## src/rtl/core/fcd_pkg.sv

```systemverilog
// fcd_pkg: widths, register indexes and reset values of the frame change detector
// no dependencies; imported by the core, its port checker, the frame checker and the testbench
`timescale 1ns / 1ps

package fcd_pkg;

  // frame size bound, log2 of the largest pixel count
  localparam int unsigned MAX_PIXELS_LOG2 = 22;

  localparam int unsigned PIX_W  = 8;
  localparam int unsigned CNT_W  = MAX_PIXELS_LOG2 + 1;
  localparam int unsigned SUM_W  = MAX_PIXELS_LOG2 + PIX_W;
  localparam int unsigned MEAN_W = 16;
  // mean_q8 * count, also holds {sum, 8'b0} with one spare top bit
  localparam int unsigned PROD_W = MEAN_W + CNT_W;

  localparam int unsigned IN_TDATA_W   = 2 * PIX_W;
  localparam int unsigned OUT_FIELDS_W = 1 + CNT_W + SUM_W + CNT_W;
  localparam int unsigned OUT_TDATA_W  = ((OUT_FIELDS_W + 7) / 8) * 8;

  localparam int unsigned CFG_W     = (CNT_W > MEAN_W) ? CNT_W : MEAN_W;
  localparam int unsigned CFG_IDX_W = 2;

  typedef enum logic [CFG_IDX_W-1:0] {
    REG_PIXEL_DELTA = 2'd0,
    REG_MIN_CHANGED = 2'd1,
    REG_MEAN_DELTA  = 2'd2
  } cfg_reg_e;

  localparam logic [PIX_W-1:0]  PIXEL_DELTA_RST = PIX_W'(16);
  localparam logic [CNT_W-1:0]  MIN_CHANGED_RST = CNT_W'(1024);
  localparam logic [MEAN_W-1:0] MEAN_DELTA_RST  = MEAN_W'(1280);

endpackage

```

## src/rtl/core/frame_change_detector.sv

```systemverilog
// frame_change_detector: frame difference change detection over a stream of pixel pairs
// depends on fcd_pkg
//
//  channel   | dir | handshake             | payload
//  ----------+-----+-----------------------+------------------------------------------
//  s_axis    | in  | tvalid/tready         | tdata: before, after; tuser: sizes_differ;
//            |     |                       | tlast: last pixel pair of the frame
//  m_axis    | out | tvalid/tready         | tdata: frame_changed, changed_pixels,
//            |     |                       | sum_abs_delta, pixel_count (one per frame)
//  cfg       | in  | cfg_we_i, no stall    | cfg_idx_i selects, cfg_data_i written
//
// one pixel pair per clock is accepted, sustained, as long as results are taken
// a frame's result reaches m_axis after its accepted last pair passes the input register,
// accumulators into snapshot, multiplier stage (mean_q8 * count), result register
// reset clears accumulators and pipeline valids and loads the register defaults
// a stalled result holds only the last-pair path; other pairs keep accumulating
`timescale 1ns / 1ps

module frame_change_detector
  import fcd_pkg::*;
(
  input  logic                   clk_i,
  input  logic                   rst_ni,

  input  logic                   cfg_we_i,
  input  logic [CFG_IDX_W-1:0]   cfg_idx_i,
  input  logic [CFG_W-1:0]       cfg_data_i,

  input  logic                   s_axis_tvalid,
  output logic                   s_axis_tready,
  input  logic [IN_TDATA_W-1:0]  s_axis_tdata,   // before_pixel, after_pixel
  input  logic                   s_axis_tuser,   // sizes_differ
  input  logic                   s_axis_tlast,   // last_pixel

  output logic                   m_axis_tvalid,
  input  logic                   m_axis_tready,
  output logic [OUT_TDATA_W-1:0] m_axis_tdata    // frame_changed, changed_pixels,
                                                 // sum_abs_delta, pixel_count, zero pad
);

  // configuration registers
  logic [PIX_W-1:0]  pixel_delta_q;
  logic [CNT_W-1:0]  min_changed_q;
  logic [MEAN_W-1:0] mean_delta_q;

  always_ff @(posedge clk_i or negedge rst_ni) begin
    if (!rst_ni) begin
      pixel_delta_q <= PIXEL_DELTA_RST;
      min_changed_q <= MIN_CHANGED_RST;
      mean_delta_q  <= MEAN_DELTA_RST;
    end else if (cfg_we_i) begin
      case (cfg_reg_e'(cfg_idx_i))
        REG_PIXEL_DELTA: pixel_delta_q <= cfg_data_i[PIX_W-1:0];
        REG_MIN_CHANGED: min_changed_q <= cfg_data_i[CNT_W-1:0];
        REG_MEAN_DELTA:  mean_delta_q  <= cfg_data_i[MEAN_W-1:0];
        default: ;  // unknown index, write dropped
      endcase
    end
  end

  // ---------------------------------------------------------------------------
  // pipeline handshake, ready flows back from the result register
  logic in_vld_q, snap_vld_q, prod_vld_q, out_vld_q;
  logic in_last_q;
  logic out_rdy, prod_adv, prod_rdy, snap_adv, snap_rdy, in_adv, snap_load;

  assign out_rdy   = !out_vld_q || m_axis_tready;
  assign prod_adv  = prod_vld_q && out_rdy;
  assign prod_rdy  = !prod_vld_q || prod_adv;
  assign snap_adv  = snap_vld_q && prod_rdy;
  assign snap_rdy  = !snap_vld_q || snap_adv;
  // a non-last pair never needs the result path
  assign in_adv    = in_vld_q && (!in_last_q || snap_rdy);
  assign snap_load = in_adv && in_last_q;

  assign s_axis_tready = !in_vld_q || in_adv;

  // ---------------------------------------------------------------------------
  // input register
  logic [PIX_W-1:0] in_before_q, in_after_q;
  logic             in_differ_q;

  always_ff @(posedge clk_i or negedge rst_ni) begin
    if (!rst_ni) begin
      in_vld_q <= 1'b0;
    end else if (s_axis_tready) begin
      in_vld_q <= s_axis_tvalid;
    end
  end

  always_ff @(posedge clk_i) begin
    if (s_axis_tready && s_axis_tvalid) begin
      in_before_q <= s_axis_tdata[PIX_W-1:0];
      in_after_q  <= s_axis_tdata[2*PIX_W-1:PIX_W];
      in_differ_q <= s_axis_tuser;
      in_last_q   <= s_axis_tlast;
    end
  end

  // ---------------------------------------------------------------------------
  // accumulators: absolute difference, saturating sum and counts
  logic [PIX_W-1:0] abs_delta;
  logic             pix_changed;
  logic [SUM_W:0]   sum_wide;
  logic [SUM_W-1:0] sum_q, sum_d;
  logic [CNT_W-1:0] pair_q, pair_d, chg_q, chg_d;

  assign abs_delta   = (in_before_q >= in_after_q) ? (in_before_q - in_after_q)
                                                   : (in_after_q - in_before_q);
  assign pix_changed = abs_delta > pixel_delta_q;
  assign sum_wide    = {1'b0, sum_q} + (SUM_W+1)'(abs_delta);

  always_comb begin
    sum_d  = sum_wide[SUM_W] ? '1 : sum_wide[SUM_W-1:0];
    pair_d = (pair_q == '1) ? pair_q : pair_q + 1'b1;
    chg_d  = (pix_changed && (chg_q != '1)) ? chg_q + 1'b1 : chg_q;
  end

  always_ff @(posedge clk_i or negedge rst_ni) begin
    if (!rst_ni) begin
      sum_q  <= '0;
      pair_q <= '0;
      chg_q  <= '0;
    end else if (in_adv) begin
      if (in_last_q) begin
        // frame closed, totals move to the snapshot
        sum_q  <= '0;
        pair_q <= '0;
        chg_q  <= '0;
      end else begin
        sum_q  <= sum_d;
        pair_q <= pair_d;
        chg_q  <= chg_d;
      end
    end
  end

  // ---------------------------------------------------------------------------
  // frame snapshot, totals including the last pair
  logic [SUM_W-1:0] snap_sum_q;
  logic [CNT_W-1:0] snap_pair_q, snap_chg_q;
  logic             snap_differ_q;

  always_ff @(posedge clk_i or negedge rst_ni) begin
    if (!rst_ni) begin
      snap_vld_q <= 1'b0;
    end else if (snap_load) begin
      snap_vld_q <= 1'b1;
    end else if (snap_adv) begin
      snap_vld_q <= 1'b0;
    end
  end

  always_ff @(posedge clk_i) begin
    if (snap_load) begin
      snap_sum_q    <= sum_d;
      snap_pair_q   <= pair_d;
      snap_chg_q    <= chg_d;
      snap_differ_q <= in_differ_q;
    end
  end

  // ---------------------------------------------------------------------------
  // multiplier stage: threshold times count, count and size tests
  logic [PROD_W-1:0] prod_q;
  logic [SUM_W-1:0]  prod_sum_q;
  logic [CNT_W-1:0]  prod_pair_q, prod_chg_q;
  logic              prod_flag_q;

  always_ff @(posedge clk_i or negedge rst_ni) begin
    if (!rst_ni) begin
      prod_vld_q <= 1'b0;
    end else if (prod_rdy) begin
      prod_vld_q <= snap_vld_q;
    end
  end

  always_ff @(posedge clk_i) begin
    if (snap_adv) begin
      prod_q      <= PROD_W'(mean_delta_q) * PROD_W'(snap_pair_q);
      prod_sum_q  <= snap_sum_q;
      prod_pair_q <= snap_pair_q;
      prod_chg_q  <= snap_chg_q;
      prod_flag_q <= snap_differ_q || (snap_chg_q >= min_changed_q);
    end
  end

  // ---------------------------------------------------------------------------
  // result register, mean test as sum*256 > mean_q8*count
  logic              mean_over;
  logic              out_flag_q;
  logic [SUM_W-1:0]  out_sum_q;
  logic [CNT_W-1:0]  out_pair_q, out_chg_q;

  assign mean_over = {1'b0, prod_sum_q, 8'b0} > prod_q;

  always_ff @(posedge clk_i or negedge rst_ni) begin
    if (!rst_ni) begin
      out_vld_q <= 1'b0;
    end else if (out_rdy) begin
      out_vld_q <= prod_vld_q;
    end
  end

  always_ff @(posedge clk_i) begin
    if (prod_adv) begin
      out_flag_q <= prod_flag_q || mean_over;
      out_sum_q  <= prod_sum_q;
      out_pair_q <= prod_pair_q;
      out_chg_q  <= prod_chg_q;
    end
  end

  assign m_axis_tvalid = out_vld_q;
  assign m_axis_tdata  = OUT_TDATA_W'({out_pair_q, out_sum_q, out_chg_q, out_flag_q});

endmodule

```

## config.mk

```make
export PLATFORM = sky130hd
export DESIGN_NAME = frame_change_detector
export DESIGN_NICKNAME = d
export VERILOG_FILES = /design/src/rtl/core/fcd_pkg.sv /design/src/rtl/core/frame_change_detector.sv
export SDC_FILE = /design/constraint.sdc
export NUM_CORES = 1
export LEC_CHECK = 0
export BUFFER_PORTS_ARGS = -buffer_cell sky130_fd_sc_hd__buf_2
export CAP_MARGIN = 25
export CORE_UTILIZATION = 40
export CTS_CLUSTER_DIAMETER = 200
export DETAILED_ROUTE_END_ITERATION = 10
export GPL_TIMING_DRIVEN = 0
export HOLD_SLACK_MARGIN = 0.08
export PLACE_DENSITY = 0.54
export SLEW_MARGIN = 20
export SYNTH_ARGS = -nofsm -noshare
export SYNTH_HDL_FRONTEND = slang
export SYNTH_SLANG_ARGS = --single-unit
```

## constraint.sdc

```tcl
create_clock -name clk_i -period 12 [get_ports clk_i]
set_clock_uncertainty 0.2 [all_clocks]
set_input_delay 3.6 -clock clk_i [delete_from_list [all_inputs] [get_ports clk_i]]
set_output_delay 3.6 -clock clk_i [all_outputs]
set_load 0.05 [all_outputs]
```

==> reports/results.ini, run 1 <==
[run_status]
outcome = finished clean

[floorplan]
core_area_um2 = 74400
ioPinCount = 130
die_x_um = 276
die_area_um2 = 76300
dieHeight_um = 276
initial_core_util_pct = 40.4
rows = 100

[global_route]
met3_usage_pct = 2.56
grt_max_degree = 77
antenna_found_initial = 4
grt_pass1_wl_mm = 129
grtUsageTotal_pct = 22.2
grt_pass1_vias = 22000
overflow = 0
use_met2_pct = 39.1
busiest_layer = met2
gr-usage-met1_pct = 28.0

[worst_setup_path]
crit_start = m_axis_tready
crit_chain = buf_2, nor2b_1, nand4_1, inv_1, nand2_1, buf_2
reg2reg_slack_ps = 3980
start_kind = primary input
critical-path-slowest-cell = nor2b_1
crit_fanout = 6
path_class = primary input to primary output
worstPathRequired_ps = 8200
timing.rr.start = snap_pair_q[11]$_DFFE_PP_
cp_slowest_stage_delay_ps = 480
cp_data_arrival_time_ps = 4850
critPathBufInv = 3
worst_path_dominant_cell_family = simple AND/OR/NAND/NOR gates
cpMostUsedCell = buf_2
cp-end-kind = primary output

[routing]
wirelength_mm = 82.9
viasPerCell = 5.22
drc = 0
firstDrtPassIters = 8
vias = 20700
drtAntennaViolNets = 0
first_iter_violations = 1258
wl_per_cell_um = 20.9

[cts]
cts_hold_buf = 0
cts_setup_buffers = 0
path_clk_slew_ps = 60
clk_latency_ps = 600
clock_sinks = 415
cts_max_level = 2
cts_resized = 0
cts.path.max_buffers = 3
cts_tree = yes
cts_buffers = 48
cts_root_buf = clkbuf_16

[finish]
drive_above_1_share_pct = 10.3
final_cell_mix = 436 x inv_1, 354 x nand2_1, 295 x fa_1, 288 x edfxtp_1, 197 x ha_1
mostFrequentLayoutCell = inv_1
fill_cells = 7024
fin_nets = 3491
syn_to_final_growth_pct = 12.7
multi_input_area_um2 = 16100
register_area_um2 = 11800
fin_util_pct = 45.5

[sta]
finalMaxSlewViolations = 0
layout_min_cycle_time_ps = 8650
fmax_mhz = 116
fin_setup_tns_ps = 0
setup_viol = 0
period_share_pct = 72.1
relSlewSlack_pct = 32.3
hold_viol = 0
tightest_slew_ps = 1010
rsz0062_at_grt = no

[place]
portBuffers = 126
place_hpwl_mm = 64.5
gp_congestion = 0.920

[logic_synthesis]
synth_edf_count = 288
synth_seq_cells = 415
yosysSeqAreaShare_pct = 39.3
yosys.cell_types.count = 83
synthArstFlopShare_pct = 30.6
yosys_warnings = 0
ys.flop_type = edfxtp_1
syn_area_um2 = 30100
syn_avg_cell_area_um2 = 10.9
synth_cells = 2760

[run]
maxCapViolCount = 0

[worst_hold_path]
hp-start = snap_sum_q[4]$_DFFE_PP_
min_path_type = register to register

## cells in the mapped netlist, types with 6 or more instances
master / count / share of area (%)
clkbuf_1: 93 / 1.2
xor2_1: 28 / 0.82
and2_1: 164 / 3.4
nand4_1: 27 / 0.56
o31ai_1: 8 / 0.20
o21a_1: 7 / 0.17
o21ai_0: 84 / 1.4
buf_4: 8 / 0.20
nand2b_1: 10 / 0.21
a31oi_1: 12 / 0.25
inv_1: 436 / 5.4
or2_2: 7 / 0.15
fa_1: 295 / 20
ha_1: 197 / 8.2
a22o_1: 12 / 0.35
nand3_1: 39 / 0.65
nor3b_1: 6 / 0.15
mux2i_1: 24 / 0.80
and3_1: 24 / 0.50
nor4_1: 7 / 0.15
nand2_1: 354 / 4.4
o21bai_1: 8 / 0.20
nor3_1: 34 / 0.57
mux2_2: 43 / 1.6
a21o_1: 53 / 1.3
xnor2_1: 72 / 2.1
buf_2: 7 / 0.12
dfrtp_1: 123 / 10
nor2b_1: 17 / 0.35
edfxtp_1: 288 / 29
a21oi_1: 92 / 1.5
nor2_1: 68 / 0.85
## flip-flops by register name, summed over array words and instances (netlist names), 8 cells and up
name           count
mean_delta_q      16
chg_q             23
min_changed_q     23
sum_q             30
snap_sum_q        30
pixel_delta_q      8
out_sum_q         30
pair_q            23
prod_pair_q       23
in_after_q         8
prod_chg_q        23
prod_q            39
prod_sum_q        30
in_before_q        8
snap_chg_q        23
out_pair_q        23
snap_pair_q       23
out_chg_q         23
## stage by stage
step / instance area, um2 / hold slack [ps] / std cells / setup slack (ps)
after global routing: 33900 / 222 / 3959 / 3230
after CTS: 33900 / 217 / 3959 / 3340
final: 33900 / 218 / 3962 / 3350
after detailed placement: 32300 / 205 / 3870 / 3340
after floorplan: 30100 / 200 / 2762 / 2020
after global placement: 31900 / 202 / 3857 / -1160
## final cells by class
class | instances | share of cell area [%]
well taps | 969 | 3.58
flip-flops and latches | 415 | 34.9
repair buffers | 139 | 2.78
plain buffers | 115 | 1.46
diodes | 3 | 0.0222
multi-input cells | 1795 | 47.6
clock inverters | 25 | 0.894
inverters | 437 | 4.84
clock buffers | 64 | 3.87
## per-layer routing
| metal | up-vias | part of all wire [%] | wire (um) |
|---|---|---|---|
| li1 | 9480 | - | - |
| met2 | 537 | 50 | 41600 |
| met1 | 10600 | 42 | 34500 |
| met4 | 0 | 3.5 | 2880 |
| met5 | - | 0 | 0 |
| met3 | 128 | 4.6 | 3850 |
## kinds of logic after synthesis
| group | count (synthesis) | share of synthesized area (%) |
|---|---|---|
| other | 1 | 0.0125 |
| adder cells (fa/ha/maj) | 492 | 27.8 |
| multiplexers | 67 | 2.41 |
| flip-flops | 415 | 39.3 |
| AO/OA/AOI/OAI | 348 | 7.60 |
| XOR/XNOR | 100 | 2.91 |
| AND/OR/NAND/NOR | 785 | 12.8 |
| buffers and inverters | 552 | 7.10 |
## path summary, 6_finish.rpt
path	cells past startpoint	endpoint
min in group asynchronous	1	min_changed_q[16]$_DFFE_PN0P_
hold reg to reg	0	prod_sum_q[4]$_DFFE_PP_
setup / recovery	6	s_axis_tready
max in group asynchronous	2	mean_delta_q[10]$_DFFE_PN1P_
setup reg to reg	20	prod_q[37]$_DFFE_PP_
hold / removal	0	prod_sum_q[4]$_DFFE_PP_
Power of run 1 is left out: the tool's default activity adds up to more than one toggle a clock period on the data nets, which glitch-free logic cannot reach.
==> run 2: changes to the inputs <==
- PLACE_DENSITY: 0.54 -> 0.56
- clock period: 12 -> 7.11 ns (I/O delays scaled with it)
==> reports/results.ini, run 2 (synthesized netlist as in run 1, its figures left out) <==
[global_route]
overflow = 0  ; unchanged
antenna_found_initial = 3  ; -1
grt_pass1_vias = 22000  ; +0.050%
grtUsageTotal_pct = 22.2  ; +0.028 points
grt_pass1_wl_mm = 128  ; -0.46%
grt_max_degree = 70  ; -9.1%

[floorplan]
ioPinCount = 130  ; unchanged
die_x_um = 276  ; unchanged
die_area_um2 = 76300  ; unchanged
dieHeight_um = 276  ; unchanged
core_area_um2 = 74400  ; unchanged
rows = 100  ; unchanged
initial_core_util_pct = 40.4  ; unchanged

[cts]
cts_max_level = 2  ; unchanged
clk_latency_ps = 600  ; about the same
cts_hold_buf = 0  ; unchanged
cts_buffers = 48  ; unchanged
cts_tree = yes
cts.path.max_buffers = 3  ; unchanged
cts_root_buf = clkbuf_16
path_clk_slew_ps = 60  ; about the same
clock_sinks = 415  ; unchanged

[worst_setup_path]
crit_fanout = 10  ; +4
crit_start = snap_pair_q[11]$_DFFE_PP_
cp-end-kind = register
worstPathRequired_ps = 7250  ; -950 ps
start_kind = register
cp_data_arrival_time_ps = 7080  ; +2230 ps
timing.rr.start = snap_pair_q[11]$_DFFE_PP_
path_class = register to register

[place]
place_hpwl_mm = 64.2  ; -0.47%
gp_congestion = 0.927  ; +0.72%
dp_slack_ps = -774  ; -4120 ps
portBuffers = 126  ; unchanged

[sta]
setup_viol = 0  ; unchanged
tightest_slew_ps = 900  ; -108 ps
period_share_pct = 97.6
relSlewSlack_pct = 39.6  ; +7.2 points
fmax_mhz = 144
finalMaxSlewViolations = 0  ; unchanged
hold_viol = 0  ; unchanged
setup_ws_ps = 173  ; -3180 ps
layout_min_cycle_time_ps = 6940

[routing]
wirelength_mm = 83.1  ; +0.20%
drc = 0  ; unchanged
firstDrtPassIters = 5  ; -3
vias = 20700  ; +0.058%
viasPerCell = 5.19  ; -0.62%
drtAntennaViolNets = 0  ; unchanged
first_iter_violations = 1316  ; +4.6%
wl_per_cell_um = 20.8  ; -0.48%

[worst_hold_path]
min_path_type = register to register
hp-start = snap_sum_q[26]$_DFFE_PP_

[finish]
syn_to_final_growth_pct = 14.0
drive_above_1_share_pct = 13.7  ; +3.3 points
mostFrequentLayoutCell = inv_1
largest_register_ffs = 39  ; unchanged
final_cell_mix = 436 x inv_1, 354 x nand2_1, 295 x fa_1, 288 x edfxtp_1, 196 x ha_1
fin_nets = 3519  ; +0.80%
largest_register = prod_q

[run_status]
outcome = finished clean

[run]
maxCapViolCount = 0  ; unchanged

-- run 2: cell types whose count changed in the layout (fill, tap and decap cells not counted), sizes merged --
cell / before / now
buf: 159 / 198
clkbuf: 159 / 149
inv: 437 / 440
clkinv: 19 / 17
diode: 3 / 1
bufinv: 4 / 3
-- run 2: path summary, 6_finish.rpt --
kind | to | slack (ps) | depth (start not counted)
max | prod_q[38]$_DFFE_PP_ | 170 | 20
min reg2reg | prod_sum_q[26]$_DFFE_PP_ | 200 | 0
min | prod_sum_q[26]$_DFFE_PP_ | 200 | 0
min in group asynchronous | prod_vld_q$_DFFE_PN0P_ | 1290 | 1
max reg2reg | prod_q[38]$_DFFE_PP_ | 170 | 20
max in group asynchronous | mean_delta_q[10]$_DFFE_PN1P_ | 4620 | 2
-- run 2: area by class of cell --
class,instances,area [um2]
clock buffers,65,1350
well taps,969,1210
plain buffers,113,602
clock inverters,25,265
fillers,6907,40100
diodes,1,2.50
multi-input cells,1795,16200
repair buffers,169,1190
flip-flops and latches,415,11800
inverters,437,1640
-- run 2: timing repair --
item,CTS,global route
pin swaps,0,2
setup endpoints to repair,21,16
resized for setup,52,74
cloned,0,0
buffers inserted,9,20
-- run 2: critical path, cell delays in order (launching register included) --
cell and delay (ps):
edfxtp_1 500, buf_2 330, nand2_1 120, fa_1 520
fa_1 520, fa_1 530, inv_1 60, fa_1 500
fa_1 550, inv_1 60, fa_1 560, inv_1 50
ha_1 370, and3_1 210, a221o_1 340, a21o_1 230
o21ai_2 210, a21oi_2 120, and4_1 230, o41a_1 330
xnor2_1 130
-- run 2: through the flow --
step	utilization, %	hold slack, ps	instance area (um2)	instances	TNS [ps]
after detailed placement	43.4	205	32300	3870	-6670
final	46.1	202	34300	3989	0
after CTS	45.7	199	34100	3969	0
after floorplan	-	200	30100	2762	0
after global placement	42.9	200	31900	3857	-362220
after global routing	46.1	209	34300	3988	-7.86
-- run 2: per-layer routing --
| layer | up-vias | track usage (%) | routed length (um) |
|---|---|---|---|
| met2 | 518 | 38.7 | 41200 |
| met5 | - | 0 | 0 |
| met4 | 0 | 8.51 | 3230 |
| met3 | 152 | 3.26 | 3920 |
| li1 | 9523 | - | - |
| met1 | 10500 | 27.7 | 34700 |
Power of run 2 is left out for the same reason.
==> run 3: changes to the inputs <==
==> constraint.sdc (replaced) <==
create_clock -name clk_i -period 7.11 [get_ports clk_i]
set_clock_uncertainty 0.2 [all_clocks]
set_input_delay 0.711 -clock clk_i [delete_from_list [all_inputs] [get_ports clk_i]]
set_output_delay 0.711 -clock clk_i [all_outputs]
set_load 0.05 [all_outputs]
==> reports/results.ini, run 3 (synthesized netlist as in run 1, its figures left out) <==
[floorplan]
dieHeight_um = 276  ; unchanged
die_x_um = 276  ; unchanged
ioPinCount = 130  ; unchanged
initial_core_util_pct = 40.4  ; unchanged
rows = 100  ; unchanged
core_area_um2 = 74400  ; unchanged
die_area_um2 = 76300  ; unchanged

[cts]
path_clk_slew_ps = 60  ; about the same
cts_tree = yes
cts.path.max_buffers = 3  ; unchanged
clock_sinks = 415  ; unchanged
cts_max_level = 2  ; unchanged
cts_root_buf = clkbuf_16
clk_latency_ps = 600  ; about the same
cts_buffers = 48  ; unchanged

[place]
portBuffers = 126  ; unchanged
dp_cells = 3870  ; unchanged
dp_slack_ps = -774  ; unchanged
gp_congestion = 0.927  ; unchanged
place_hpwl_mm = 64.2  ; unchanged

[worst_setup_path]
path_class = register to register
worstPathRequired_ps = 7250  ; about the same
cp_data_arrival_time_ps = 7080  ; about the same
crit_fanout = 10  ; unchanged
reg2reg_depth = 20  ; unchanged
cp-end-kind = register
start_kind = register

[finish]
fin_nets = 3536  ; +0.48%
drive_above_1_share_pct = 13.6  ; -0.077 points
fin_util_pct = 46.3  ; +0.23 points
fin_cells = 4007  ; +0.45%
final_cell_mix = 436 x inv_1, 354 x nand2_1, 295 x fa_1, 288 x edfxtp_1, 196 x ha_1
largest_register_ffs = 39  ; unchanged
largest_register = prod_q
mostFrequentLayoutCell = inv_1
syn_to_final_growth_pct = 14.6

[global_route]
grt_pass1_vias = 22100  ; +0.20%
grtUsageTotal_pct = 22.2  ; about the same
grt_pass1_wl_mm = 128  ; about the same
antenna_found_initial = 3  ; unchanged
grt_max_degree = 70  ; unchanged
overflow = 0  ; unchanged

[routing]
drtAntennaViolNets = 0  ; unchanged
vias = 20700  ; +0.077%
first_iter_violations = 1367  ; +3.9%
firstDrtPassIters = 8  ; +3
wl_per_cell_um = 20.8  ; -0.27%
wirelength_mm = 83.2  ; +0.18%
viasPerCell = 5.17  ; -0.37%
drc = 0  ; unchanged

[sta]
tightest_slew_ps = 907  ; +7.40 ps
layout_min_cycle_time_ps = 6940  ; +2.34 ps
hold_viol = 0  ; unchanged
relSlewSlack_pct = 39.5  ; about the same
setup_viol = 0  ; unchanged
fmax_mhz = 144  ; about the same
setup_ws_ps = 171  ; -2.34 ps
period_share_pct = 97.6  ; about the same
whs_ps = 111  ; -90.1 ps
finalMaxSlewViolations = 0  ; unchanged

[run]
maxCapViolCount = 0  ; unchanged

[worst_hold_path]
min_path_cells = 1  ; +1
min_path_type = primary input to register

[run_status]
outcome = finished clean

-- run 3: final cells by class --
cell class / instances / area [um2]
fillers: 6894 / 40000
multi-input cells: 1795 / 16200
flip-flops and latches: 415 / 11800
inverters: 437 / 1640
repair buffers: 186 / 1360
clock buffers: 65 / 1350
well taps: 969 / 1210
plain buffers: 113 / 602
clock inverters: 25 / 265
diodes: 2 / 5.00
-- run 3: worst max-delay path, cell delays in order, from the launching register on --
cell,delay (ps)
edfxtp_1,500
buf_2,330
nand2_1,120
fa_1,520
fa_1,520
fa_1,530
inv_1,60
fa_1,500
fa_1,550
inv_1,60
fa_1,560
inv_1,50
ha_1,370
and3_1,210
a221o_1,340
a21o_1,230
o21ai_2,210
a21oi_2,120
and4_1,230
o41a_1,330
xnor2_1,130
-- run 3: per-stage QoR --
step	setup TNS, ps	cell area, um2
final	0	34500
after global placement	-69740	31900
after CTS	0	34200
after global routing	-7.86	34500
after detailed placement	-6670	32300
after floorplan	0	30100
-- run 3: path summary, 6_finish.rpt --
path	start	to	slack, ps
max	snap_pair_q[11]$_DFFE_PP_	prod_q[38]$_DFFE_PP_	170
min	s_axis_tuser	in_differ_q$_DFFE_PP_	110
max reg2reg	snap_pair_q[11]$_DFFE_PP_	prod_q[38]$_DFFE_PP_	170
min reg2reg	snap_sum_q[26]$_DFFE_PP_	prod_sum_q[26]$_DFFE_PP_	200
max in group asynchronous	rst_ni	mean_delta_q[10]$_DFFE_PN1P_	5460
min in group asynchronous	rst_ni	sum_q[17]$_DFFE_PN0P_	450
-- run 3: what timing repair did --
| item | CTS | global route |
|---|---|---|
| pin swaps | 0 | 2 |
| hold buffers | 17 | 0 |
| buffers inserted | 9 | 20 |
| endpoints found under the hold margin | 74 | 0 |
| endpoints found under the setup margin | 21 | 16 |
| resized for setup | 52 | 74 |
-- run 3: per-layer routing --
layer	share of wire (%)	global-route usage [%]
met5	0	0
met4	3.9	8.51
met1	42	27.7
met3	4.9	3.26
met2	49	38.8
Power of run 3 is left out for the same reason.
